## config.mk

```make
export PLATFORM = sky130hd
export DESIGN_NAME = diff_drive_pose_integrator
export DESIGN_NICKNAME = d
export VERILOG_FILES = /design/src/rtl/ddpi_pkg.sv /design/src/rtl/diff_drive_pose_integrator.sv /design/src/rtl/ddpi_mul.sv /design/src/rtl/ddpi_wrap.sv /design/src/rtl/ddpi_cordic.sv
export VERILOG_INCLUDE_DIRS = /design/src /design/src/rtl
export SDC_FILE = /design/constraint.sdc
export NUM_CORES = 2
export LEC_CHECK = 0
export ABC_AREA = 1
export BUFFER_PORTS_ARGS = -buffer_cell sky130_fd_sc_hd__buf_2
export CAP_MARGIN = 15
export CORE_ASPECT_RATIO = 1.2
export CORE_MARGIN = 1
export CORE_UTILIZATION = 30
export CTS_BUF_LIST = sky130_fd_sc_hd__clkbuf_16
export CTS_CLUSTER_SIZE = 24
export DETAILED_ROUTE_END_ITERATION = 8
export GPL_TIMING_DRIVEN = 0
export PLACE_DENSITY = 0.45
export REMOVE_ABC_BUFFERS = 1
export SLEW_MARGIN = 20
export SYNTH_ARGS = -nofsm -noshare
export SYNTH_HDL_FRONTEND = slang
export SYNTH_SLANG_ARGS = --single-unit
```

## constraint.sdc

```tcl
create_clock -name clk -period 7.3 [get_ports clk]
set_input_delay 0.365 -clock clk [delete_from_list [all_inputs] [get_ports clk]]
set_output_delay 0.365 -clock clk [all_outputs]
set_load 0.005 [all_outputs]
```

## src/rtl/diff_drive_pose_integrator_macros.svh

```systemverilog
`ifndef DIFF_DRIVE_POSE_INTEGRATOR_MACROS_SVH
`define DIFF_DRIVE_POSE_INTEGRATOR_MACROS_SVH

// same-cycle implication, checked on clk with reset masked
`define DDPI_ASSERT_NOW(label, ante, cons, msg) \
  label: assert property (@(posedge clk) disable iff (!rst_n) (ante) |-> (cons)) \
    else $error(msg);

// next-cycle implication, checked on clk with reset masked
`define DDPI_ASSERT_NEXT(label, ante, cons, msg) \
  label: assert property (@(posedge clk) disable iff (!rst_n) (ante) |=> (cons)) \
    else $error(msg);

`endif

```

## src/rtl/ddpi_pkg.sv

```systemverilog
package ddpi_pkg;

  // field widths
  localparam int POS_W      = 32;
  localparam int HEAD_W     = 16;
  localparam int SPD_W      = 16;
  localparam int CFG_W      = 16;
  localparam int CFG_IDX_W  = 3;
  localparam int CFG_DATA_W = 32;
  localparam int SUM_W      = POS_W + 2;

  // configuration register indexes
  localparam logic [CFG_IDX_W-1:0] REG_WHEEL_RADIUS     = 3'd0;
  localparam logic [CFG_IDX_W-1:0] REG_INVERSE_DIAMETER = 3'd1;
  localparam logic [CFG_IDX_W-1:0] REG_TIME_STEP        = 3'd2;
  localparam logic [CFG_IDX_W-1:0] REG_START_X          = 3'd3;
  localparam logic [CFG_IDX_W-1:0] REG_START_Y          = 3'd4;
  localparam logic [CFG_IDX_W-1:0] REG_START_HEADING    = 3'd5;

  // angles, Q3.13
  localparam logic signed [HEAD_W-1:0] PI_Q13          = 16'sd25736;
  localparam logic signed [HEAD_W-1:0] PI_MAX_Q13      = 16'sd25735;
  localparam logic signed [HEAD_W-1:0] NEG_PI_Q13      = -16'sd25736;
  localparam logic signed [HEAD_W-1:0] HALF_PI_Q13     = 16'sd12868;
  localparam logic signed [HEAD_W-1:0] NEG_HALF_PI_Q13 = -16'sd12868;

  // angle wrap: bias by pi plus 2^10 turns, then restoring reduction
  localparam int ANG_W            = 28;
  localparam int WRAP_TURNS_LOG2  = 10;
  localparam int WRAP_STEPS       = WRAP_TURNS_LOG2 + 1;
  localparam int WRAP_CNT_W       = $clog2(WRAP_STEPS);
  localparam int TWO_PI_INT       = 51472;
  localparam int PI_INT           = 25736;
  localparam logic [ANG_W-1:0] WRAP_DIV0 = ANG_W'(TWO_PI_INT * (2 ** WRAP_TURNS_LOG2));
  localparam logic [ANG_W-1:0] WRAP_BIAS =
    ANG_W'(PI_INT + TWO_PI_INT * (2 ** WRAP_TURNS_LOG2));

  // cordic, Q2.30
  localparam int CORDIC_STEPS = 16;
  localparam int ATAN_ENTRIES = 24;
  localparam int CNT_W        = $clog2(ATAN_ENTRIES);
  localparam int CORD_W       = 33;
  localparam int Z_SHIFT      = 17;
  localparam logic signed [CORD_W-1:0] CORDIC_GAIN = 33'sd652032874;

  // serial multiplier
  localparam int MUL_A_W     = 34;
  localparam int MUL_B_W     = 34;
  localparam int SHORT_STEPS = 17;
  localparam int PROD_W      = MUL_A_W + MUL_B_W;
  localparam int ACC_W       = MUL_A_W + 1 + MUL_B_W;
  localparam int MUL_CNT_W   = $clog2(MUL_B_W);
  localparam int SHORT_EXT   = PROD_W - (ACC_W - MUL_B_W + SHORT_STEPS);

  localparam int POS_SHIFT = 38;
  localparam int DX_W      = PROD_W - POS_SHIFT;

  typedef struct packed {
    logic start;
    logic long_mode;
  } mul_ctrl_t;

  typedef enum logic [3:0] {
    ST_IDLE,
    ST_BEGIN,
    ST_LOAD,
    ST_M1,
    ST_M2,
    ST_P,
    ST_WMID,
    ST_COR,
    ST_DDT,
    ST_MC,
    ST_MS,
    ST_WHD,
    ST_DONE
  } state_t;

  function automatic logic signed [CORD_W-1:0] atan_q30(input logic [CNT_W-1:0] idx);
    logic signed [CORD_W-1:0] v;
    case (idx)
      5'd0:    v = 33'sd843314856;
      5'd1:    v = 33'sd497837829;
      5'd2:    v = 33'sd263043836;
      5'd3:    v = 33'sd133525158;
      5'd4:    v = 33'sd67021686;
      5'd5:    v = 33'sd33543515;
      5'd6:    v = 33'sd16775850;
      5'd7:    v = 33'sd8388437;
      5'd8:    v = 33'sd4194282;
      5'd9:    v = 33'sd2097149;
      5'd10:   v = 33'sd1048575;
      5'd11:   v = 33'sd524287;
      5'd12:   v = 33'sd262143;
      5'd13:   v = 33'sd131071;
      5'd14:   v = 33'sd65535;
      5'd15:   v = 33'sd32767;
      5'd16:   v = 33'sd16383;
      5'd17:   v = 33'sd8191;
      5'd18:   v = 33'sd4095;
      5'd19:   v = 33'sd2047;
      5'd20:   v = 33'sd1023;
      5'd21:   v = 33'sd511;
      5'd22:   v = 33'sd255;
      5'd23:   v = 33'sd127;
      default: v = '0;
    endcase
    return v;
  endfunction

  function automatic logic signed [POS_W-1:0] sat32(input logic signed [SUM_W-1:0] v);
    logic signed [POS_W-1:0] r;
    if (v > SUM_W'(signed'({1'b0, {(POS_W-1){1'b1}}}))) begin
      r = {1'b0, {(POS_W-1){1'b1}}};
    end else if (v < SUM_W'(signed'({1'b1, {(POS_W-1){1'b0}}}))) begin
      r = {1'b1, {(POS_W-1){1'b0}}};
    end else begin
      r = v[POS_W-1:0];
    end
    return r;
  endfunction

endpackage

```

## src/rtl/diff_drive_pose_integrator.sv

```systemverilog
// channel  direction  handshake             payload
// in       input      in_valid / in_stall   in_kind, in_lin_speed, in_turn_rate
// out      output     out_valid / out_stall out_pos_x, out_pos_y, out_heading
// cfg      input      cfg_wr_en             cfg_index, cfg_data
//
// a load item wraps the start heading only; a move item takes six products,
// two wraps and a cordic run; its time is set by the bit-serial multiplier,
// one bit per cycle (17 bits for a 16 bit factor, 34 for a cordic output)
// one item is worked at a time; the next one is taken while the result waits
// rst_n is synchronous: pose to zero, registers to their defaults
// out_stall holds the result register; the pose is updated anyway

`include "diff_drive_pose_integrator_macros.svh"

module diff_drive_pose_integrator import ddpi_pkg::*; (
  input  logic                    clk,
  input  logic                    rst_n,
  input  logic                    in_valid,
  output logic                    in_stall,
  input  logic                    in_kind,
  input  logic signed [SPD_W-1:0] in_lin_speed,
  input  logic signed [SPD_W-1:0] in_turn_rate,
  output logic                    out_valid,
  input  logic                    out_stall,
  output logic signed [POS_W-1:0] out_pos_x,
  output logic signed [POS_W-1:0] out_pos_y,
  output logic signed [HEAD_W-1:0] out_heading,
  input  logic                    cfg_wr_en,
  input  logic [CFG_IDX_W-1:0]    cfg_index,
  input  logic [CFG_DATA_W-1:0]   cfg_data
);

  state_t state_r, state_nxt;

  logic [CFG_W-1:0]         wheel_radius_r;
  logic [CFG_W-1:0]         inverse_diameter_r;
  logic [CFG_W-1:0]         time_step_r;
  logic signed [POS_W-1:0]  start_x_r;
  logic signed [POS_W-1:0]  start_y_r;
  logic signed [HEAD_W-1:0] start_heading_r;

  logic                     kind_r;
  logic signed [SPD_W-1:0]  lin_r;
  logic signed [SPD_W-1:0]  turn_r;

  logic signed [POS_W-1:0]  cur_x_r, cur_x_nxt;
  logic signed [POS_W-1:0]  cur_y_r, cur_y_nxt;
  logic signed [HEAD_W-1:0] cur_h_r, cur_h_nxt;
  logic signed [ANG_W-1:0]  full_r, full_nxt;
  logic signed [MUL_A_W-1:0] ddt_r, ddt_nxt;

  logic                     out_valid_r, out_valid_nxt;
  logic signed [POS_W-1:0]  out_x_r, out_x_nxt;
  logic signed [POS_W-1:0]  out_y_r, out_y_nxt;
  logic signed [HEAD_W-1:0] out_h_r, out_h_nxt;

  mul_ctrl_t                mul_ctl;
  logic signed [MUL_A_W-1:0] mul_a;
  logic signed [MUL_B_W-1:0] mul_b;
  logic                     mul_done;
  logic signed [PROD_W-1:0] mul_prod;

  logic                     wrap_start;
  logic signed [ANG_W-1:0]  wrap_a;
  logic                     wrap_done;
  logic signed [HEAD_W-1:0] wrap_res;

  logic                     cor_start;
  logic                     cor_done;
  logic signed [CORD_W-1:0] cor_cos;
  logic signed [CORD_W-1:0] cor_sin;

  logic [50:0]              dth_sum, half_sum, full_sum;
  logic signed [MUL_A_W-1:0] dth;
  logic signed [ANG_W-2:0]  half_turn;
  logic signed [ANG_W-1:0]  full_turn;
  logic [PROD_W-1:0]        dx_sum;
  logic signed [DX_W-1:0]   dx;
  logic signed [POS_W-1:0]  pos_base;
  logic signed [SUM_W-1:0]  pos_sum;

  ddpi_mul u_mul (
    .clk   (clk),
    .rst_n (rst_n),
    .ctl   (mul_ctl),
    .a     (mul_a),
    .b     (mul_b),
    .done  (mul_done),
    .prod  (mul_prod)
  );

  ddpi_wrap u_wrap (
    .clk    (clk),
    .rst_n  (rst_n),
    .start  (wrap_start),
    .a_in   (wrap_a),
    .done   (wrap_done),
    .result (wrap_res)
  );

  ddpi_cordic u_cordic (
    .clk     (clk),
    .rst_n   (rst_n),
    .start   (cor_start),
    .angle   (wrap_res),
    .done    (cor_done),
    .cos_out (cor_cos),
    .sin_out (cor_sin)
  );

  // turn rate: (2*w*R*D + 2^15) >> 16
  assign dth_sum   = mul_prod[50:0] + 51'd16384;
  assign dth       = dth_sum[48:15];
  // half and full heading step from p = dth * T
  assign half_sum  = mul_prod[50:0] + 51'd8388608;
  assign full_sum  = mul_prod[50:0] + 51'd4194304;
  assign half_turn = half_sum[50:24];
  assign full_turn = full_sum[50:23];

  assign dx_sum   = mul_prod + (PROD_W'(1) << (POS_SHIFT-1));
  assign dx       = dx_sum[PROD_W-1:POS_SHIFT];
  assign pos_base = (state_r == ST_MC) ? cur_x_r : cur_y_r;
  assign pos_sum  = SUM_W'(pos_base) + SUM_W'(dx);

  assign in_stall = (state_r != ST_IDLE);

  always_comb begin
    state_nxt     = state_r;
    cur_x_nxt     = cur_x_r;
    cur_y_nxt     = cur_y_r;
    cur_h_nxt     = cur_h_r;
    full_nxt      = full_r;
    ddt_nxt       = ddt_r;
    out_valid_nxt = out_valid_r && out_stall;
    out_x_nxt     = out_x_r;
    out_y_nxt     = out_y_r;
    out_h_nxt     = out_h_r;
    mul_ctl       = '0;
    mul_a         = '0;
    mul_b         = '0;
    wrap_start    = 1'b0;
    wrap_a        = '0;
    cor_start     = 1'b0;
    unique case (state_r)
      ST_IDLE: begin
        if (in_valid) begin
          state_nxt = ST_BEGIN;
        end
      end
      ST_BEGIN: begin
        if (kind_r) begin
          wrap_start = 1'b1;
          wrap_a     = ANG_W'(start_heading_r);
          state_nxt  = ST_LOAD;
        end else begin
          mul_ctl.start = 1'b1;
          mul_a         = MUL_A_W'(turn_r);
          mul_b         = MUL_B_W'(wheel_radius_r);
          state_nxt     = ST_M1;
        end
      end
      ST_LOAD: begin
        if (wrap_done) begin
          cur_x_nxt = start_x_r;
          cur_y_nxt = start_y_r;
          cur_h_nxt = wrap_res;
          state_nxt = ST_DONE;
        end
      end
      ST_M1: begin
        if (mul_done) begin
          mul_ctl.start = 1'b1;
          mul_a         = mul_prod[MUL_A_W-1:0];
          mul_b         = MUL_B_W'(inverse_diameter_r);
          state_nxt     = ST_M2;
        end
      end
      ST_M2: begin
        if (mul_done) begin
          mul_ctl.start = 1'b1;
          mul_a         = dth;
          mul_b         = MUL_B_W'(time_step_r);
          state_nxt     = ST_P;
        end
      end
      ST_P: begin
        if (mul_done) begin
          full_nxt   = full_turn;
          wrap_start = 1'b1;
          wrap_a     = ANG_W'(cur_h_r) + ANG_W'(half_turn);
          state_nxt  = ST_WMID;
        end
      end
      ST_WMID: begin
        if (wrap_done) begin
          cor_start = 1'b1;
          state_nxt = ST_COR;
        end
      end
      ST_COR: begin
        if (cor_done) begin
          mul_ctl.start = 1'b1;
          mul_a         = MUL_A_W'(lin_r);
          mul_b         = MUL_B_W'(time_step_r);
          state_nxt     = ST_DDT;
        end
      end
      ST_DDT: begin
        if (mul_done) begin
          ddt_nxt           = mul_prod[MUL_A_W-1:0];
          mul_ctl.start     = 1'b1;
          mul_ctl.long_mode = 1'b1;
          mul_a             = mul_prod[MUL_A_W-1:0];
          mul_b             = MUL_B_W'(cor_cos);
          state_nxt         = ST_MC;
        end
      end
      ST_MC: begin
        if (mul_done) begin
          cur_x_nxt         = sat32(pos_sum);
          mul_ctl.start     = 1'b1;
          mul_ctl.long_mode = 1'b1;
          mul_a             = ddt_r;
          mul_b             = MUL_B_W'(cor_sin);
          state_nxt         = ST_MS;
        end
      end
      ST_MS: begin
        if (mul_done) begin
          cur_y_nxt  = sat32(pos_sum);
          wrap_start = 1'b1;
          wrap_a     = ANG_W'(cur_h_r) + full_r;
          state_nxt  = ST_WHD;
        end
      end
      ST_WHD: begin
        if (wrap_done) begin
          cur_h_nxt = wrap_res;
          state_nxt = ST_DONE;
        end
      end
      ST_DONE: begin
        if (!out_valid_r || !out_stall) begin
          out_valid_nxt = 1'b1;
          out_x_nxt     = cur_x_r;
          out_y_nxt     = cur_y_r;
          out_h_nxt     = cur_h_r;
          state_nxt     = ST_IDLE;
        end
      end
      default: begin
        state_nxt = ST_IDLE;
      end
    endcase
  end

  always_ff @(posedge clk) begin
    if (!rst_n) begin
      state_r     <= ST_IDLE;
      cur_x_r     <= '0;
      cur_y_r     <= '0;
      cur_h_r     <= '0;
      out_valid_r <= 1'b0;
    end else begin
      state_r     <= state_nxt;
      cur_x_r     <= cur_x_nxt;
      cur_y_r     <= cur_y_nxt;
      cur_h_r     <= cur_h_nxt;
      out_valid_r <= out_valid_nxt;
    end
  end

  always_ff @(posedge clk) begin
    full_r  <= full_nxt;
    ddt_r   <= ddt_nxt;
    out_x_r <= out_x_nxt;
    out_y_r <= out_y_nxt;
    out_h_r <= out_h_nxt;
    if (in_valid && !in_stall) begin
      kind_r <= in_kind;
      lin_r  <= in_lin_speed;
      turn_r <= in_turn_rate;
    end
  end

  always_ff @(posedge clk) begin
    if (!rst_n) begin
      wheel_radius_r     <= 16'd5243;
      inverse_diameter_r <= 16'd1600;
      time_step_r        <= 16'd655;
      start_x_r          <= '0;
      start_y_r          <= '0;
      start_heading_r    <= '0;
    end else if (cfg_wr_en) begin
      unique case (cfg_index)
        REG_WHEEL_RADIUS:     wheel_radius_r     <= cfg_data[CFG_W-1:0];
        REG_INVERSE_DIAMETER: inverse_diameter_r <= cfg_data[CFG_W-1:0];
        REG_TIME_STEP:        time_step_r        <= cfg_data[CFG_W-1:0];
        REG_START_X:          start_x_r          <= cfg_data[POS_W-1:0];
        REG_START_Y:          start_y_r          <= cfg_data[POS_W-1:0];
        REG_START_HEADING:    start_heading_r    <= cfg_data[HEAD_W-1:0];
        default: begin
        end
      endcase
    end
  end

  assign out_valid   = out_valid_r;
  assign out_pos_x   = out_x_r;
  assign out_pos_y   = out_y_r;
  assign out_heading = out_h_r;

  `DDPI_ASSERT_NOW(a_one_unit_start, 1'b1, $onehot0({mul_ctl.start, wrap_start, cor_start}), "two units started in one cycle")
  `DDPI_ASSERT_NOW(a_mul_owner, mul_done, state_r == ST_M1 || state_r == ST_M2 || state_r == ST_P || state_r == ST_DDT || state_r == ST_MC || state_r == ST_MS, "product finished outside a multiply step")
  `DDPI_ASSERT_NOW(a_wrap_owner, wrap_done, state_r == ST_LOAD || state_r == ST_WMID || state_r == ST_WHD, "wrap finished outside an angle step")
  `DDPI_ASSERT_NOW(a_heading_range, state_r == ST_DONE, (cur_h_r >= NEG_PI_Q13) && (cur_h_r <= PI_MAX_Q13), "heading left the wrapped range")
  `DDPI_ASSERT_NEXT(a_result_out, (state_r == ST_DONE) && (!out_valid_r || !out_stall), out_valid_r && (state_r == ST_IDLE), "finished pose not handed to the output register")

endmodule

```

## src/rtl/ddpi_mul.sv

```systemverilog
module ddpi_mul import ddpi_pkg::*; (
  input  logic                      clk,
  input  logic                      rst_n,
  input  mul_ctrl_t                 ctl,
  input  logic signed [MUL_A_W-1:0] a,
  input  logic signed [MUL_B_W-1:0] b,
  output logic                      done,
  output logic signed [PROD_W-1:0]  prod
);

  logic signed [MUL_A_W-1:0] a_r, a_nxt;
  logic [ACC_W-1:0]          acc_r, acc_nxt;
  logic [MUL_CNT_W-1:0]      cnt_r, cnt_nxt;
  logic                      busy_r, busy_nxt;
  logic                      done_r, done_nxt;
  logic                      long_r, long_nxt;

  logic signed [MUL_A_W:0]   hi;
  logic signed [MUL_A_W:0]   a_ext;
  logic signed [MUL_A_W:0]   addend;
  logic signed [MUL_A_W:0]   sum;
  logic [MUL_CNT_W-1:0]      cnt_last;
  logic                      last;
  logic [MUL_B_W-1:0]        b_load;

  assign hi       = acc_r[ACC_W-1:MUL_B_W];
  assign a_ext    = (MUL_A_W+1)'(a_r);
  assign cnt_last = long_r ? MUL_CNT_W'(MUL_B_W-1) : MUL_CNT_W'(SHORT_STEPS-1);
  assign last     = (cnt_r == cnt_last);
  // the multiplier's top bit carries negative weight
  assign addend   = acc_r[0] ? (last ? -a_ext : a_ext) : '0;
  assign sum      = hi + addend;
  assign b_load   = ctl.long_mode ? b
                  : {{(MUL_B_W-SHORT_STEPS){1'b0}}, b[SHORT_STEPS-1:0]};

  always_comb begin
    a_nxt    = a_r;
    acc_nxt  = acc_r;
    cnt_nxt  = cnt_r;
    busy_nxt = busy_r;
    long_nxt = long_r;
    done_nxt = 1'b0;
    if (ctl.start) begin
      a_nxt    = a;
      acc_nxt  = {{(MUL_A_W+1){1'b0}}, b_load};
      cnt_nxt  = '0;
      busy_nxt = 1'b1;
      long_nxt = ctl.long_mode;
    end else if (busy_r) begin
      acc_nxt = {sum[MUL_A_W], sum, acc_r[MUL_B_W-1:1]};
      cnt_nxt = cnt_r + 1'b1;
      if (last) begin
        busy_nxt = 1'b0;
        done_nxt = 1'b1;
      end
    end
  end

  always_ff @(posedge clk) begin
    if (!rst_n) begin
      busy_r <= 1'b0;
      done_r <= 1'b0;
      cnt_r  <= '0;
      long_r <= 1'b0;
    end else begin
      busy_r <= busy_nxt;
      done_r <= done_nxt;
      cnt_r  <= cnt_nxt;
      long_r <= long_nxt;
    end
  end

  always_ff @(posedge clk) begin
    a_r   <= a_nxt;
    acc_r <= acc_nxt;
  end

  // short products sit higher since fewer shifts were made
  assign prod = long_r ? signed'(acc_r[PROD_W-1:0])
              : signed'({{SHORT_EXT{acc_r[ACC_W-1]}},
                         acc_r[ACC_W-1:MUL_B_W-SHORT_STEPS]});
  assign done = done_r;

endmodule

```

## src/rtl/ddpi_wrap.sv

```systemverilog
module ddpi_wrap import ddpi_pkg::*; (
  input  logic                     clk,
  input  logic                     rst_n,
  input  logic                     start,
  input  logic signed [ANG_W-1:0]  a_in,
  output logic                     done,
  output logic signed [HEAD_W-1:0] result
);

  logic [ANG_W-1:0]      val_r, val_nxt;
  logic [ANG_W-1:0]      div_r, div_nxt;
  logic [WRAP_CNT_W-1:0] cnt_r, cnt_nxt;
  logic                  busy_r, busy_nxt;
  logic                  done_r, done_nxt;

  always_comb begin
    val_nxt  = val_r;
    div_nxt  = div_r;
    cnt_nxt  = cnt_r;
    busy_nxt = busy_r;
    done_nxt = 1'b0;
    if (start) begin
      // bias makes the value positive and below 2^11 turns
      val_nxt  = a_in + WRAP_BIAS;
      div_nxt  = WRAP_DIV0;
      cnt_nxt  = '0;
      busy_nxt = 1'b1;
    end else if (busy_r) begin
      if (val_r >= div_r) begin
        val_nxt = val_r - div_r;
      end
      div_nxt = div_r >> 1;
      cnt_nxt = cnt_r + 1'b1;
      if (cnt_r == WRAP_CNT_W'(WRAP_STEPS-1)) begin
        busy_nxt = 1'b0;
        done_nxt = 1'b1;
      end
    end
  end

  always_ff @(posedge clk) begin
    if (!rst_n) begin
      busy_r <= 1'b0;
      done_r <= 1'b0;
      cnt_r  <= '0;
    end else begin
      busy_r <= busy_nxt;
      done_r <= done_nxt;
      cnt_r  <= cnt_nxt;
    end
  end

  always_ff @(posedge clk) begin
    val_r <= val_nxt;
    div_r <= div_nxt;
  end

  assign result = signed'(val_r[HEAD_W-1:0] - PI_Q13);
  assign done   = done_r;

endmodule

```

## src/rtl/ddpi_cordic.sv

```systemverilog
module ddpi_cordic import ddpi_pkg::*; (
  input  logic                     clk,
  input  logic                     rst_n,
  input  logic                     start,
  input  logic signed [HEAD_W-1:0] angle,
  output logic                     done,
  output logic signed [CORD_W-1:0] cos_out,
  output logic signed [CORD_W-1:0] sin_out
);

  logic signed [CORD_W-1:0] x_r, x_nxt;
  logic signed [CORD_W-1:0] y_r, y_nxt;
  logic signed [CORD_W-1:0] z_r, z_nxt;
  logic                     neg_r, neg_nxt;
  logic [CNT_W-1:0]         cnt_r, cnt_nxt;
  logic                     busy_r, busy_nxt;
  logic                     done_r, done_nxt;

  logic signed [HEAD_W-1:0] ang_fold;
  logic                     neg_fold;
  logic signed [CORD_W-1:0] xs, ys, at;

  // fold into the right half plane, flipping both outputs
  always_comb begin
    ang_fold = angle;
    neg_fold = 1'b0;
    if (angle > HALF_PI_Q13) begin
      ang_fold = angle - PI_Q13;
      neg_fold = 1'b1;
    end else if (angle < NEG_HALF_PI_Q13) begin
      ang_fold = angle + PI_Q13;
      neg_fold = 1'b1;
    end
  end

  assign xs = x_r >>> cnt_r;
  assign ys = y_r >>> cnt_r;
  assign at = atan_q30(cnt_r);

  always_comb begin
    x_nxt    = x_r;
    y_nxt    = y_r;
    z_nxt    = z_r;
    neg_nxt  = neg_r;
    cnt_nxt  = cnt_r;
    busy_nxt = busy_r;
    done_nxt = 1'b0;
    if (start) begin
      x_nxt    = CORDIC_GAIN;
      y_nxt    = '0;
      z_nxt    = CORD_W'(ang_fold) <<< Z_SHIFT;
      neg_nxt  = neg_fold;
      cnt_nxt  = '0;
      busy_nxt = 1'b1;
    end else if (busy_r) begin
      if (!z_r[CORD_W-1]) begin
        x_nxt = x_r - ys;
        y_nxt = y_r + xs;
        z_nxt = z_r - at;
      end else begin
        x_nxt = x_r + ys;
        y_nxt = y_r - xs;
        z_nxt = z_r + at;
      end
      cnt_nxt = cnt_r + 1'b1;
      if (cnt_r == CNT_W'(CORDIC_STEPS-1)) begin
        busy_nxt = 1'b0;
        done_nxt = 1'b1;
      end
    end
  end

  always_ff @(posedge clk) begin
    if (!rst_n) begin
      busy_r <= 1'b0;
      done_r <= 1'b0;
      cnt_r  <= '0;
    end else begin
      busy_r <= busy_nxt;
      done_r <= done_nxt;
      cnt_r  <= cnt_nxt;
    end
  end

  always_ff @(posedge clk) begin
    x_r   <= x_nxt;
    y_r   <= y_nxt;
    z_r   <= z_nxt;
    neg_r <= neg_nxt;
  end

  assign cos_out = neg_r ? -x_r : x_r;
  assign sin_out = neg_r ? -y_r : y_r;
  assign done    = done_r;

endmodule
```

==> run_results.csv <==
group,metric,value,unit
floorplanning,die_w,384.6,um
logic_synthesis,yosysTopAreaCellShare,16.41,%
timing,max_slew_margin,18.10,%
grt,met2_usage,41.31,%
floorplanning,dieArea,0.1774,mm^2
clock_network,cts_tree,"yes",
cells_and_area,drive_above_1_share,7.102,%
detailed_routing,wl_per_cell,21.68,um
cells_and_area,layout.nets,8182,
floorplanning,coreArea,0.1745,mm^2
critical_path,critPathMostFrequentCell,"nor2_1",
critical_path,crit_path_end_kind,"register",
cells_and_area,final_cell_mix,"1748 x nand2_1, 836 x inv_1, 783 x nor2_1",
power,p_per_area,308.1,mW/mm^2
critical_path,critPathMaxFanout,62,
detailed_routing,drtIter0Drc,3974,
floorplanning,die_y,461.2,um
grt,grt_max_degree,99,
clock_network,clk-insertion-delay-late,0.72,ns
detailed_routing,drc_errors,0,
clock_network,cts_buffers,88,
power,leakagePower,26.09,nW
detailed_routing,dr.pass1.iters,5,
job,max-cap-violations,0,
clock_network,root_buffer,"clkbuf_16",
detailed_routing,num_vias,52980,
timing,period_minus_slack,6.837,ns
cells_and_area,mostFrequentLayoutCell,"nand2_1",
cells_and_area,stdcell_count,10200,
power,total_power,18.45,mW
timing,drv_slew,0,
timing,rsz0062_at_grt,"yes",
logic_synthesis,yosys.area.top_type,"edfxtp_1",
detailed_routing,antenna_left,0,
critical_path,worst_setup_path_start_kind,"register",
placement,port_buffers,154,
floorplanning,row_count,168,
logic_synthesis,synth-edff-count,288,
clock_network,path_clk_slew,0.06,ns
cells_and_area,post-route-util,34.31,%
status,status,"finished, final reports clean",
logic_synthesis,yosysWarnings,0,
critical_path,critPathLaunch,"u_mul.long_r",
worst_hold_path,hold_start,"cfg_data[0]",
critical_path,reg2reg_from,"u_mul.long_r",
timing,max_freq,0.1463,GHz
critical_path,critical-path-max-stage-delay,0.93,ns
logic_synthesis,synth_seq_cells,696,
grt,grt-ovfl-total,0,
clock_network,clk_path_buf_depth,3,
placement,dpl.hpwl,172100,um
logic_synthesis,synth_cells,7769,
grt,met1_usage,31.06,%
timing,hold_viol_final,0,
logic_synthesis,synthFlopType,"dfxtp_1",
power,ir_drop,0.1889,mV
placement,place_congestion,0.9446,
logic_synthesis,synth_area,0.05271,mm^2
grt,grt.busiest_layer,"met2",
floorplanning,initial_core_util,30.21,%
clock_network,cts_sinks,696,
detailed_routing,wirelength,221100,um
timing,fin_worst_skew,0.04038,ns
logic_synthesis,synth_area_leaders,"edfxtp_1 16%, dfxtp_1 15%, nand2_1 12%, ha_1 6.5%, a21oi_1 6.2%",
grt,grt_pass1_wl,325600,um
timing,hold_ws,0.07000,ns
timing,finalCritPeriodShare,93.66,%
timing,setup_viol,0,
logic_synthesis,yosys.cell_types.count,75,
cells_and_area,area.growth.synth_to_final,13.58,%
detailed_routing,viasPerCell,5.196,
placement,placed_cells_incl_taps,9982,
critical_path,slowest_stage,"o21ai_0",
critical_path,critPathKind,"reg2reg",
worst_hold_path,min_path_type,"in2reg",
logic_synthesis,synth-seq-area-share,31.91,%
critical_path,worstPathRequired,7.76,ns
timing,worst_slew_pin_slew,1.216,ns
grt,grtUsageTotal,24.36,%
logic_synthesis,syn_avg_cell_area,6.784,um^2
critical_path,cp.arrival,7.30,ns
grt,grt_pass1_vias,50440,
timing,finalSetupTns,0,ns
grt,gr-usage-met3,2.814,%
clock_network,h-tree-depth,3,
floorplanning,num_io_pins,155,
grt,antenna_found_initial,22,
logic_synthesis,synthArstFlopShare,0,%
cell usage after synthesis (all sizes together), types with 3 or more instances:
| cell | instances |
|---|---|
| a31oi | 47 |
| and2 | 3 |
| a41oi | 3 |
| a22oi | 42 |
| nor2 | 823 |
| o31ai | 16 |
| o21a | 27 |
| xnor2 | 97 |
| mux2i | 6 |
| a21o | 15 |
| nand3b | 42 |
| clkbuf | 182 |
| a21oi | 660 |
| inv | 858 |
| xor2 | 199 |
| buf | 99 |
| o311ai | 4 |
| a31o | 4 |
| o221ai | 14 |
| o21bai | 18 |
| edfxtp | 288 |
| nor4 | 27 |
| a21boi | 19 |
| dfxtp | 408 |
| o21ai | 733 |
| clkinv | 10 |
| o2111ai | 12 |
| or2 | 42 |
| nor3b | 6 |
| a211oi | 10 |
| nand2 | 1777 |
| nand3 | 643 |
| nand4 | 69 |
| and3 | 13 |
| a22o | 3 |
| o22ai | 41 |
| a221oi | 22 |
| ha | 275 |
| o211ai | 53 |
| fa | 8 |
| nor3 | 140 |
area by class of cell:
type | instances | area, um^2
fill | 19080 | 114600
multi-input combinational | 5925 | 31580
sequential | 696 | 16840
inverter | 868 | 3287
tap | 2295 | 2872
clock buffer | 93 | 2327
timing repair buffer | 247 | 2286
clock inverter | 70 | 670.6
antenna | 2 | 5.005
final timing paths:
path / to / slack (ns) / cells after the start
max: u_wrap.val_r[27] / 0.46 / 30
min: start_heading_r[0] / 0.07 / 3
max reg2reg: u_wrap.val_r[27] / 0.46 / 30
min reg2reg: start_x_r[14] / 0.44 / 2
report_power, final:
group	internal [mW]	switching, mW	total, mW
clock	2.67	1.93	4.60
combinational	2.71	5.76	8.48
sequential	4.74	0.624	5.37
logic make-up after synthesis:
kind of cell / count (synthesis) / share of synthesized area, %
multiplexers: 6 / 0.1140
flip-flops: 696 / 31.91
XOR/XNOR: 296 / 4.933
buffers and inverters: 1149 / 8.603
AO/OA/AOI/OAI: 1753 / 18.50
adder cells (fa/ha/maj): 283 / 6.832
AND/OR/NAND/NOR: 3586 / 29.12
sequential cells by signal, summed over array words and instances, names as in the netlist, 26 cells and up:
signal	count
u_mul.acc_r	68
ddt_r	34
u_mul.a_r	34
u_cordic.x_r	33
u_cordic.y_r	33
u_cordic.z_r	33
cur_x_r	32
cur_y_r	32
out_pos_x	32
out_pos_y	32
start_x_r	32
start_y_r	32
u_cordic.at	30
full_r	28
u_wrap.val_r	28
u_wrap.div_r	26
worst max-delay path, delay by kind of cell (launching register included):
kind | cells | cell delay (ns)
adder cells (fa/ha/maj) | 2 | 0.63
buffers and inverters | 7 | 1.25
flip-flops | 1 | 0.47
AND/OR/NAND/NOR | 18 | 2.79
AO/OA/AOI/OAI | 3 | 1.37
per-layer routing:
layer	part of all wire (%)	up-vias	routed length (um)
met1	44	24960	96650
met2	47	1334	104400
li1	-	26360	-
met4	4.4	16	9703
met5	0.046	-	102
met3	4.6	313	10220
through the flow:
stage	setup WS, ns	instance area [um^2]
after CTS	0.04598	59820
after detailed placement	-0.1076	56330
after global routing	-0.05574	59860
after floorplan	0.3950	51430
final	0.4629	59860
after global placement	-10.44	55070
repair_timing:
item                                    4_1_cts  5_1_grt
endpoints found under the hold margin        64        0
endpoints found under the setup margin       35       63
hold buffers                                 48        0
cloned                                        0        1
buffers inserted                              0        0
gates resized for setup                       2        6
Power figures use the tool's default switching activity.
